===== config.mk =====
export PLATFORM = sky130hd
export DESIGN_NAME = seconds_to_calendar_date
export DESIGN_NICKNAME = d
export VERILOG_FILES = /design/src/rtl/sec2date_pkg.sv /design/src/rtl/seconds_to_calendar_date.sv
export SDC_FILE = /design/constraint.sdc
export NUM_CORES = 1
export LEC_CHECK = 0
export BUFFER_PORTS_ARGS = -buffer_cell sky130_fd_sc_hd__buf_2
export CORE_MARGIN = 2
export CORE_UTILIZATION = 45
export CTS_BUF_LIST = sky130_fd_sc_hd__clkbuf_8 sky130_fd_sc_hd__clkbuf_16
export DETAILED_ROUTE_END_ITERATION = 10
export PLACE_DENSITY = 0.62
export SETUP_SLACK_MARGIN = 0.5
export SLEW_MARGIN = 20
export SYNTH_ARGS = -nofsm -noshare
export SYNTH_HDL_FRONTEND = slang
export SYNTH_SLANG_ARGS = --single-unit
export TNS_END_PERCENT = 1

===== constraint.sdc =====
create_clock -name i_clk -period 7.03 [get_ports i_clk]
set_input_delay 1.0545 -clock i_clk [delete_from_list [all_inputs] [get_ports i_clk]]
set_output_delay 1.0545 -clock i_clk [all_outputs]
set_load 0.02 [all_outputs]

===== src/rtl/sec2date_pkg.sv =====
// ----------------------------------------------------------------------------
// sec2date_pkg
// Constants and month tables for the seconds to calendar date converter.
// ----------------------------------------------------------------------------
`default_nettype none

package sec2date_pkg;

    // day of year, 0..365
    typedef logic [8:0] t_doy;

    // seconds per day = 2^7 * 675
    localparam int unsigned SEC_SHIFT       = 7;
    localparam logic [9:0]  DAY_DIV         = 10'd675;
    localparam logic [25:0] DAY_RECIP       = 26'd50903316;   // floor(2^35 / 675)
    localparam int unsigned DAY_RECIP_SHIFT = 35;

    // seconds per hour = 2^4 * 225
    localparam logic [7:0]  HOUR_DIV        = 8'd225;
    localparam logic [13:0] HOUR_RECIP      = 14'd9320;       // floor(2^21 / 225)
    localparam int unsigned HOUR_SHIFT      = 21;

    // days per four-year block
    localparam logic [10:0] BLOCK_DAYS      = 11'd1461;
    localparam logic [16:0] BLOCK_RECIP     = 17'd91867;      // floor(2^27 / 1461)
    localparam int unsigned BLOCK_SHIFT     = 27;

    // seconds per minute = 2^2 * 15
    localparam logic [3:0]  MIN_DIV         = 4'd15;
    localparam logic [10:0] MIN_RECIP       = 11'd1092;       // floor(2^14 / 15)
    localparam int unsigned MIN_SHIFT       = 14;

    // year lengths
    localparam logic [10:0] LEAP_DAYS       = 11'd366;
    localparam logic [10:0] PLAIN_DAYS      = 11'd365;

    localparam int unsigned LAST_MONTH      = 11;

    // first day of each month
    localparam t_doy MONTH_START_PLAIN [12] = '{
        9'd0, 9'd31, 9'd59, 9'd90, 9'd120, 9'd151,
        9'd181, 9'd212, 9'd243, 9'd273, 9'd304, 9'd334
    };
    localparam t_doy MONTH_START_LEAP [12] = '{
        9'd0, 9'd31, 9'd60, 9'd91, 9'd121, 9'd152,
        9'd182, 9'd213, 9'd244, 9'd274, 9'd305, 9'd335
    };

endpackage

`default_nettype wire


===== src/rtl/seconds_to_calendar_date.sv =====
// ----------------------------------------------------------------------------
// seconds_to_calendar_date
// Converts seconds since 1980-01-01 00:00:00 into year offset, month, day,
// hour, minute and second through an eight stage pipeline.
// ----------------------------------------------------------------------------
// Usage:
//   Input channel i_valid / o_ready carries one 32-bit seconds count per
//   transaction. Output channel o_valid / i_ready carries the six date and
//   time fields of the converted transaction, in input order.
//   Throughput is one transaction per cycle while the output is not
//   stalled: every constant division is a reciprocal multiply, a
//   product and a single compare-and-subtract correction, spread over
//   the register stages.
//   Each stage holds a valid bit and moves forward whenever the stage after
//   it is empty or moving, so bubbles close up while the receiver stalls and
//   o_ready drops only when all eight stages are full and i_ready is low.
//   Reset clears all valid bits; the pipeline is empty and o_ready is high in
//   the first cycle after reset. Years follow a plain four-year leap cycle.
// ----------------------------------------------------------------------------
`default_nettype none

module seconds_to_calendar_date (
    input  wire logic        i_clk,
    input  wire logic        i_rst_n,
    input  wire logic        i_valid,
    output logic             o_ready,
    input  wire logic [31:0] i_seconds_since_1980,
    output logic             o_valid,
    input  wire logic        i_ready,
    output logic [7:0]       o_year_offset,
    output logic [3:0]       o_month_index,
    output logic [4:0]       o_day_index,
    output logic [4:0]       o_hour_of_day,
    output logic [5:0]       o_minute_of_hour,
    output logic [5:0]       o_second_of_minute
);

    localparam int unsigned PIPE_DEPTH = 8;

    // per-stage valid bits and advance enables
    logic [PIPE_DEPTH-1:0] r_vld;
    logic [PIPE_DEPTH-1:0] adv;

    // stage 1: day quotient estimate
    logic [31:0] r_s1_secs;
    logic [15:0] r_s1_qe;
    // stage 2: product of estimate and divisor
    logic [31:0] r_s2_secs;
    logic [15:0] r_s2_qe;
    logic [24:0] r_s2_pq;
    // stage 3: days and time of day
    logic [15:0] r_s3_days;
    logic [16:0] r_s3_tod;
    // stage 4: hour and block estimates
    logic [16:0] r_s4_tod;
    logic [15:0] r_s4_days;
    logic [4:0]  r_s4_he;
    logic [5:0]  r_s4_be;
    // stage 5: products of estimates
    logic [16:0] r_s5_tod;
    logic [15:0] r_s5_days;
    logic [4:0]  r_s5_he;
    logic [5:0]  r_s5_be;
    logic [12:0] r_s5_hp;
    logic [15:0] r_s5_bp;
    // stage 6: hour, rest of hour, block and day in block
    logic [4:0]  r_s6_hour;
    logic [11:0] r_s6_rest;
    logic [5:0]  r_s6_blocks;
    logic [10:0] r_s6_in_block;
    // stage 7: year in block, day of year, minute estimate
    logic [4:0]  r_s7_hour;
    logic [11:0] r_s7_rest;
    logic [5:0]  r_s7_blocks;
    logic [1:0]  r_s7_yib;
    logic [8:0]  r_s7_doy;
    logic        r_s7_leap;
    logic [5:0]  r_s7_me;
    // stage 8: output register
    logic [7:0]  r_s8_year;
    logic [3:0]  r_s8_month;
    logic [4:0]  r_s8_day;
    logic [4:0]  r_s8_hour;
    logic [5:0]  r_s8_minute;
    logic [5:0]  r_s8_second;

    // next values
    logic [50:0] n_s1_prod;
    logic [25:0] n_s2_prod;
    logic [15:0] n_s3_days;
    logic [16:0] n_s3_tod;
    logic [26:0] n_s4_hprod;
    logic [32:0] n_s4_bprod;
    logic [12:0] n_s5_hp;
    logic [16:0] n_s5_bprod;
    logic [4:0]  n_s6_hour;
    logic [11:0] n_s6_rest;
    logic [5:0]  n_s6_blocks;
    logic [10:0] n_s6_in_block;
    logic [1:0]  n_s7_yib;
    logic [8:0]  n_s7_doy;
    logic [20:0] n_s7_mprod;
    logic [7:0]  n_s8_year;
    logic [3:0]  n_s8_month;
    logic [4:0]  n_s8_day;
    logic [5:0]  n_s8_minute;
    logic [5:0]  n_s8_second;

    // advance chain: a stage moves when it is empty or the next one moves
    always_comb begin
        adv[PIPE_DEPTH-1] = ~r_vld[PIPE_DEPTH-1] | i_ready;
        for (int k = PIPE_DEPTH - 2; k >= 0; k--) begin
            adv[k] = ~r_vld[k] | adv[k+1];
        end
    end

    assign o_ready = adv[0];
    assign o_valid = r_vld[PIPE_DEPTH-1];

    // valid bits
    always_ff @(posedge i_clk) begin
        if (!i_rst_n) begin
            r_vld <= '0;
        end else begin
            if (adv[0]) begin
                r_vld[0] <= i_valid;
            end
            for (int k = 1; k < PIPE_DEPTH; k++) begin
                if (adv[k]) begin
                    r_vld[k] <= r_vld[k-1];
                end
            end
        end
    end

    // stage 1: reciprocal multiply for seconds / 86400
    assign n_s1_prod = 51'(i_seconds_since_1980[31:sec2date_pkg::SEC_SHIFT])
                     * 51'(sec2date_pkg::DAY_RECIP);

    always_ff @(posedge i_clk) begin
        if (adv[0]) begin
            r_s1_secs <= i_seconds_since_1980;
            r_s1_qe   <= n_s1_prod[50:sec2date_pkg::DAY_RECIP_SHIFT];
        end
    end

    // stage 2: estimate times divisor
    assign n_s2_prod = 26'(r_s1_qe) * 26'(sec2date_pkg::DAY_DIV);

    always_ff @(posedge i_clk) begin
        if (adv[1]) begin
            r_s2_secs <= r_s1_secs;
            r_s2_qe   <= r_s1_qe;
            r_s2_pq   <= n_s2_prod[24:0];
        end
    end

    // stage 3: remainder and one-step correction
    always_comb begin
        logic [24:0] diff;
        logic [10:0] rem;
        diff      = r_s2_secs[31:sec2date_pkg::SEC_SHIFT] - r_s2_pq;
        rem       = diff[10:0];
        n_s3_days = r_s2_qe;
        if (rem >= 11'(sec2date_pkg::DAY_DIV)) begin
            n_s3_days = r_s2_qe + 16'd1;
            rem       = rem - 11'(sec2date_pkg::DAY_DIV);
        end
        n_s3_tod = {rem[9:0], r_s2_secs[sec2date_pkg::SEC_SHIFT-1:0]};
    end

    always_ff @(posedge i_clk) begin
        if (adv[2]) begin
            r_s3_days <= n_s3_days;
            r_s3_tod  <= n_s3_tod;
        end
    end

    // stage 4: estimates for tod / 3600 and days / 1461
    assign n_s4_hprod = 27'(r_s3_tod[16:4]) * 27'(sec2date_pkg::HOUR_RECIP);
    assign n_s4_bprod = 33'(r_s3_days) * 33'(sec2date_pkg::BLOCK_RECIP);

    always_ff @(posedge i_clk) begin
        if (adv[3]) begin
            r_s4_tod  <= r_s3_tod;
            r_s4_days <= r_s3_days;
            r_s4_he   <= n_s4_hprod[sec2date_pkg::HOUR_SHIFT+4:sec2date_pkg::HOUR_SHIFT];
            r_s4_be   <= n_s4_bprod[32:sec2date_pkg::BLOCK_SHIFT];
        end
    end

    // stage 5: estimates times divisors
    assign n_s5_hp    = 13'(r_s4_he) * 13'(sec2date_pkg::HOUR_DIV);
    assign n_s5_bprod = 17'(r_s4_be) * 17'(sec2date_pkg::BLOCK_DAYS);

    always_ff @(posedge i_clk) begin
        if (adv[4]) begin
            r_s5_tod  <= r_s4_tod;
            r_s5_days <= r_s4_days;
            r_s5_he   <= r_s4_he;
            r_s5_be   <= r_s4_be;
            r_s5_hp   <= n_s5_hp;
            r_s5_bp   <= n_s5_bprod[15:0];
        end
    end

    // stage 6: hour and block corrections
    always_comb begin
        logic [12:0] hdiff;
        logic [8:0]  hrem;
        logic [15:0] bdiff;
        logic [11:0] brem;
        hdiff     = r_s5_tod[16:4] - r_s5_hp;
        hrem      = hdiff[8:0];
        n_s6_hour = r_s5_he;
        if (hrem >= 9'(sec2date_pkg::HOUR_DIV)) begin
            n_s6_hour = r_s5_he + 5'd1;
            hrem      = hrem - 9'(sec2date_pkg::HOUR_DIV);
        end
        n_s6_rest = {hrem[7:0], r_s5_tod[3:0]};

        bdiff       = r_s5_days - r_s5_bp;
        brem        = bdiff[11:0];
        n_s6_blocks = r_s5_be;
        if (brem >= 12'(sec2date_pkg::BLOCK_DAYS)) begin
            n_s6_blocks = r_s5_be + 6'd1;
            brem        = brem - 12'(sec2date_pkg::BLOCK_DAYS);
        end
        n_s6_in_block = brem[10:0];
    end

    always_ff @(posedge i_clk) begin
        if (adv[5]) begin
            r_s6_hour     <= n_s6_hour;
            r_s6_rest     <= n_s6_rest;
            r_s6_blocks   <= n_s6_blocks;
            r_s6_in_block <= n_s6_in_block;
        end
    end

    // stage 7: year within block and minute estimate
    always_comb begin
        logic [10:0] after;
        after = r_s6_in_block - sec2date_pkg::LEAP_DAYS;
        if (r_s6_in_block < sec2date_pkg::LEAP_DAYS) begin
            n_s7_yib = 2'd0;
            n_s7_doy = r_s6_in_block[8:0];
        end else if (after >= 11'(2 * sec2date_pkg::PLAIN_DAYS)) begin
            n_s7_yib = 2'd3;
            n_s7_doy = 9'(after - 11'(2 * sec2date_pkg::PLAIN_DAYS));
        end else if (after >= sec2date_pkg::PLAIN_DAYS) begin
            n_s7_yib = 2'd2;
            n_s7_doy = 9'(after - sec2date_pkg::PLAIN_DAYS);
        end else begin
            n_s7_yib = 2'd1;
            n_s7_doy = after[8:0];
        end
    end

    assign n_s7_mprod = 21'(r_s6_rest[11:2]) * 21'(sec2date_pkg::MIN_RECIP);

    always_ff @(posedge i_clk) begin
        if (adv[6]) begin
            r_s7_hour   <= r_s6_hour;
            r_s7_rest   <= r_s6_rest;
            r_s7_blocks <= r_s6_blocks;
            r_s7_yib    <= n_s7_yib;
            r_s7_doy    <= n_s7_doy;
            r_s7_leap   <= (r_s6_in_block < sec2date_pkg::LEAP_DAYS);
            r_s7_me     <= n_s7_mprod[sec2date_pkg::MIN_SHIFT+5:sec2date_pkg::MIN_SHIFT];
        end
    end

    // stage 8: minute correction, month search, day and year
    always_comb begin
        logic [9:0]              mp;
        logic [9:0]              mdiff;
        logic [4:0]              mrem;
        sec2date_pkg::t_doy      start;
        mp          = 10'(r_s7_me) * 10'(sec2date_pkg::MIN_DIV);
        mdiff       = r_s7_rest[11:2] - mp;
        mrem        = mdiff[4:0];
        n_s8_minute = r_s7_me;
        if (mrem >= 5'(sec2date_pkg::MIN_DIV)) begin
            n_s8_minute = r_s7_me + 6'd1;
            mrem        = mrem - 5'(sec2date_pkg::MIN_DIV);
        end
        n_s8_second = {mrem[3:0], r_s7_rest[1:0]};

        // last month whose first day is not after the day of year
        n_s8_month = '0;
        for (int i = 1; i <= sec2date_pkg::LAST_MONTH; i++) begin
            if ((r_s7_leap ? sec2date_pkg::MONTH_START_LEAP[i]
                           : sec2date_pkg::MONTH_START_PLAIN[i]) <= r_s7_doy) begin
                n_s8_month = 4'(i);
            end
        end
        start     = r_s7_leap ? sec2date_pkg::MONTH_START_LEAP[n_s8_month]
                              : sec2date_pkg::MONTH_START_PLAIN[n_s8_month];
        n_s8_day  = 5'(r_s7_doy - start);
        n_s8_year = {r_s7_blocks, 2'b00} + 8'(r_s7_yib);
    end

    always_ff @(posedge i_clk) begin
        if (adv[7]) begin
            r_s8_year   <= n_s8_year;
            r_s8_month  <= n_s8_month;
            r_s8_day    <= n_s8_day;
            r_s8_hour   <= r_s7_hour;
            r_s8_minute <= n_s8_minute;
            r_s8_second <= n_s8_second;
        end
    end

    assign o_year_offset      = r_s8_year;
    assign o_month_index      = r_s8_month;
    assign o_day_index        = r_s8_day;
    assign o_hour_of_day      = r_s8_hour;
    assign o_minute_of_hour   = r_s8_minute;
    assign o_second_of_minute = r_s8_second;

endmodule

`default_nettype wire


# Word level (Yosys, flattened, before mapping)
# Memory sizes are Yosys's and may differ from the RTL's.
# Index checks and enable logic that the tools add are counted.
# Widths: inputs -> output; s select.
[totals]
reg_bits = 317
rom_bits = 288
input_bits = 36
out_inout_bits = 36
n_memories = 2
[mem_list]
columns = ["name", "words", "word_bits", "read_ports", "rd_clocked_by_memory_dff", "wr", "line", "source"]
rows = [
  ["(name not given)", 16, 9, 1, 0, 0, "seconds_to_calendar_date.sv:299", ": sec2date_pkg::MONTH_START_PLAIN[n_s8_month];"],
  ["(name not given)", 16, 9, 1, 0, 0, "seconds_to_calendar_date.sv:298", "start = r_s7_leap ? sec2date_pkg::MONTH_START_LEAP[n_s8_month]"],
]
[op_classes]
n_addsub = 17
n_mul = 8
n_lt_le_gt_ge = 19
mux = 39
n_bitwise = 17
[op_table]
columns = ["operator", "n"]
rows = [
  ["$mul 25x24->49 const B", 1],
  ["$mux 4", 12],
  ["$le 8x9->1", 4],
  ["$mul 16x17->33 const B", 1],
  ["$mux 5", 6],
  ["$le 9x9->1", 3],
  ["$mux 9", 3],
  ["$mul 13x11->23 const B", 1],
  ["$ge 11x10->1 const B", 2],
  ["$le 7x9->1", 2],
  ["$mul 10x9->18 const B", 1],
  ["$add 16x1->16 const B", 1],
  ["$mul 16x10->11 const B", 1],
  ["$mux 16", 1],
  ["$add 6x1->6 const B", 2],
  ["$ge 12x11->1 const B", 1],
  ["$mul 6x11->12 const B", 1],
  ["$mux 6", 2],
  ["$sub 12x12->12", 1],
  ["$ge 11x9->1 const B", 1],
  ["$lt 11x9->1 const B", 1],
  ["$mux 11", 1],
  ["$sub 11x11->11", 1],
  ["$sub 11x11->11 const B", 1],
  ["25 further kinds", 49],
]

# Longest topological paths before layout
[logic_depth]
depth_word = 18
depth_mapped = 23

# Worst setup path before layout
# OpenSTA, ideal clock, no wires.
[synth_timing]
kind = "input to register"
start = "in i_seconds_since_1980[13]"
end = "reg r_s1_qe[8], data pin"
t_arrival_ns = 6.631
t_required_ns = 6.772
setup_slack_ns = 0.141
stages = 23
path_buffers = 0
cell_sequence = "fa_1 > ha_1 > inv_1 > fa_1 > inv_1 > fa_1 > inv_1 > fa_1 > inv_1 > fa_1 > inv_1 > fa_1 > inv_1 > ha_1 > and3_1 > a221o_1 > a21oi_1 > a31oi_1 > or3_1 > a21o_1 > a21o_1 > a21oi_1 > xnor2_1"
[synth_via]
elab_chain_len = 1
[synth_lines]
columns = ["element", "line", "source"]
rows = [
  ["start: declaration", "seconds_to_calendar_date.sv:27", "input wire logic [31:0] i_seconds_since_1980,"],
  ["$mul 25x24->49", "seconds_to_calendar_date.sv:138", "* 51'(sec2date_pkg::DAY_RECIP);"],
  ["named net n_s1_prod[43]", "seconds_to_calendar_date.sv:88", "logic [50:0] n_s1_prod;"],
  ["end signal: assignment", "seconds_to_calendar_date.sv:143", "r_s1_qe <= n_s1_prod[50:sec2date_pkg::DAY_RECIP_SHIFT];"],
  ["end: declaration", "seconds_to_calendar_date.sv:46", "logic [15:0] r_s1_qe;"],
]
# The timed path passes the listed nets, and every way through them passes these cells.
# A chain may end at the register's enable or synchronous reset.

# Worst setup path in the final report
[layout_timing]
start = "in i_seconds_since_1980[17]"
end = "reg r_s1_qe[8], data pin"
# The elaborated chain is that of the path after synthesis.

==> metrics.md <==
| Metric | Value |
|---|---|
| Total Neg Setup Slack | `0 ns` |
| Antenna cell count | `0` |
| Combined area of the multi-input logic cells | `20,300 um2` |
| Level count of the clock H-tree | `2` |
| Top Usage Layer GRT | `met2` |
| NumNets Final | `3,910` |
| Row count | `97` |
| Library cell used as clock root buffer | `clkbuf_16` |
| Path category of the worst min-delay check | `reg2reg` |
| Initial antenna violation count | `2` |
| Fmax | `157 MHz` |
| CTS clk-pin slew, worst paths | `0.06 ns` |
| Sequential cell area fraction in the yosys report | `29.1%` |
| TritonCTS sink count | `308` |
| Count of filler cells inserted in the layout | `6,198` |
| Wire length of the first global-routing pass | `104,000 um` |
| Sort of element at the end of the critical path | `flop` |
| Post-DRT Antenna Nets | `0` |
| Final worst-path cycle share | `90.8%` |
| DRC viols | `0` |
| Utilization after layout | `50.1%` |
| Critical-path cell list | `buf_4, buf_4, fa_2, ha_4, inv_2, fa_1, inv_2, fa_1, fa_1, fa_1, inv_1, fa_1, inv_2, ha_4, and3_4, a221o_1, a21oi_2, a31oi_4, or3_4, a21o_1, a21o_1, a21oi_2, xnor2_1` |
| Detailed placer's ending HPWL | `51,700 um` |
| Global-route usage over all layers | `17.9%` |
| Vias per cell | `5.03` |
| Met1 usage in global routing | `22.0%` |
| Net count after synthesis | `3,750` |
| Cell area after synthesis | `31,600 um2` |
| Via total after detailed routing | `19,500` |
| Outcome | `finished clean` |
| Instance count of the mapped netlist | `2,750` |
| GRT overflow | `0` |
| Clock latency at the later pin of the worst-skew pair | `0.54 ns` |
| Most common cell type on the critical path | `fa_1` |
| Global-route track usage on met2 | `33.5%` |
| Vias in the first global route | `21,200` |
| Crit-path slowest cell | `fa_1` |
| Normalized max-slew margin | `32.2%` |
| IO buf count | `71` |
| Number of pins exceeding their max-slew limit in the final report | `0` |
| RePlAce Congestion | `0.861` |
| Fraction of synthesis flops using an asynchronous set or reset pin | `0%` |
| Predominant post-synthesis flop cell | `edfxtp_1` |
| Start-to-end type of the worst setup path | `in2reg` |
| Synth-to-layout area growth | `10.8%` |
| First-pass iteration count of the detailed router | `5` |
| Die Area | `72,300 um2` |
| Slew of the pin with the lowest slew margin | `1.02 ns` |
| Number of buffers added by the clock tree synthesis step | `35` |
| Max-Cap Viols | `0` |
| Routed wire length | `61,400 um` |
| Pin count of the biggest net entering global routing | `50` |
| Proportion of layout cells with a drive suffix above 1 | `9.60%` |
| CP Launch Type | `input port` |
| Global-route met3 utilization | `1.74%` |
| Core area | `69,800 um2` |
| Count of flip-flops with a built-in enable after synthesis | `300` |
| Unrepaired setup endpoints after global routing | `true` |
| Number of flip-flops and latches in the synthesized netlist | `308` |
| Category of cells accounting for the largest share of critical-path delay | `adder cells` |
| Number of placed I/O pins | `72` |
| Die Width | `269 um` |
| Critical Path AT | `6.66 ns` |
| Final setup skew | `0.0200 ns` |
| Number of setup violations in the final report | `0` |
| Bufs and invs on worst path | `6` |
| Worst path required time | `7.31 ns` |
| Final min period | `6.38 ns` |
| Final hold viol count | `0` |
| Slowest Stage Delay on Critical Path | `0.51 ns` |
| Hold bufs inserted after CTS | `0` |
| Number of buffers on the longest clock path | `3` |
| Post-synth cell types | `85` |
| Total area of sequential cells | `9170 um2` |
| TritonCTS clock tree | `yes` |
| Synth Area per Inst | `11.5 um2` |
| Height of the die | `269 um` |
| Starting DRT DRC Count | `702` |
| Starting density of the core | `45.2%` |
| Peak fanout along the critical path | `4` |
| Avg WL per Cell | `15.8 um` |
| Warning count from the yosys run | `0` |
## cells in the final DEF (no fill, tap or decap), drive strengths merged, types with 11 or more instances in the layout
| cell type | netlist | layout |
|---|---|---|
| o21a | 19 | 19 |
| clkbuf | 11 | 39 |
| o21ai | 67 | 67 |
| nand2 | 52 | 52 |
| nand3 | 32 | 32 |
| a21oi | 104 | 104 |
| xnor2 | 125 | 125 |
| nand2b | 12 | 12 |
| buf | 9 | 141 |
| clkinv | 1 | 13 |
| xor2 | 52 | 52 |
| and3 | 17 | 17 |
| edfxtp | 300 | 300 |
| inv | 592 | 599 |
| o211ai | 11 | 11 |
| a21o | 45 | 45 |
| ha | 664 | 664 |
| o21bai | 18 | 18 |
| nor2b | 18 | 18 |
| or3 | 11 | 11 |
| a31oi | 12 | 12 |
| nor3 | 30 | 30 |
| nand4 | 15 | 15 |
| fa | 300 | 300 |
| nor2 | 78 | 78 |
## cells in the mapped netlist (all sizes together) (19+ instances only)
cell type,instances,area [um2]
a21o,45,338
a21oi,104,524
edfxtp,300,9010
fa,300,6010
ha,664,8310
inv,592,2220
nand2,52,195
nand3,32,165
nor2,78,295
nor3,30,155
o21a,19,143
o21ai,67,335
xnor2,125,1100
xor2,52,455
## worst register-to-register path, stage by stage, from the launching register on
cell and delay, ns:
edfxtp_1 0.53, ha_1 0.49, inv_1 0.10, fa_1 0.51
fa_1 0.58, inv_1 0.05, fa_1 0.48, fa_1 0.53
fa_1 0.50, ha_1 0.31, and3_1 0.17, nand3_1 0.10
nor2_1 0.10, and3_1 0.20, a221oi_2 0.37, a21oi_1 0.26
o41a_1 0.40, a21oi_1 0.20, xnor2_1 0.09
## through the flow
| step | setup slack [ns] | hold slack, ns | instances | instance area (um2) |
|---|---|---|---|---|
| after floorplan | 0.496 | 0.400 | 2750 | 31600 |
| after global placement | -0.101 | 0.402 | 3810 | 33500 |
| after detailed placement | -0.220 | 0.405 | 3810 | 33500 |
| after CTS | 0.510 | 0.408 | 3873 | 34700 |
| after global routing | 0.487 | 0.416 | 3876 | 34900 |
| final | 0.646 | 0.411 | 3876 | 34900 |
## cell type report
type	instances	share of cell area (%)
multi-input combinational	1829	58.0
sequential	308	26.2
clock buffer	37	2.58
timing repair buffer	143	2.70
clock inverter	26	0.788
tap	940	3.37
inverter	593	6.37
## kinds of logic (layout without fill, tap and decap cells)
group / count (synthesis) / after routing / synth area share (%)
adders and majority gates: 964 / 964 / 45.4
buffers and inverters: 613 / 799 / 7.50
AOI/OAI and AO/OA: 361 / 361 / 7.57
and+or+nand+nor: 315 / 315 / 5.17
DFF: 308 / 308 / 29.1
xor gates and xnor gates: 177 / 177 / 4.94
muxes: 12 / 12 / 0.404
## flip-flops by register name, indices dropped and copies added, names as in the netlist, 7 cells and up
signal and flops:
r_s2_pq 10, r_s6_in_block 11, r_s3_tod 17, r_s5_bp 10
o_year_offset 8, r_s5_days 12, r_s5_tod 13, r_s1_qe 16
r_s1_secs 18, r_s2_qe 16, r_s4_days 12, r_s3_days 16
r_s7_doy 9, r_vld 8, r_s7_rest 7, r_s4_tod 13
r_s6_rest 12, r_s2_secs 18
## per-layer routing
metal	up-vias	routed length, um
met5	-	13
met1	9550	27000
met2	213	31600
li1	9652	-
met4	2	1300
met3	80	1440
## worst paths after layout
path | startpoint | cells after the start | slack (ns) | to
hold / removal | r_s1_secs[0]$_DFFE_PP_ | 0 | 0.41 | r_s2_secs[0]$_DFFE_PP_
hold reg to reg | r_s1_secs[0]$_DFFE_PP_ | 0 | 0.41 | r_s2_secs[0]$_DFFE_PP_
setup / recovery | i_seconds_since_1980[17] | 23 | 0.65 | r_s1_qe[8]$_DFFE_PP_
setup reg to reg | r_s3_days[9]$_DFFE_PP_ | 18 | 0.82 | r_s4_be[5]$_DFFE_PP_
## what timing repair did
item	CTS	global route
gates resized for setup	2	57
pin swaps	0	62
setup endpoints to repair	4	13
setup buffers	0	3
gates cloned	0	0
Power is left out: the tool's default activity adds up to more than one toggle a clock period on the data nets, which glitch-free logic cannot reach.
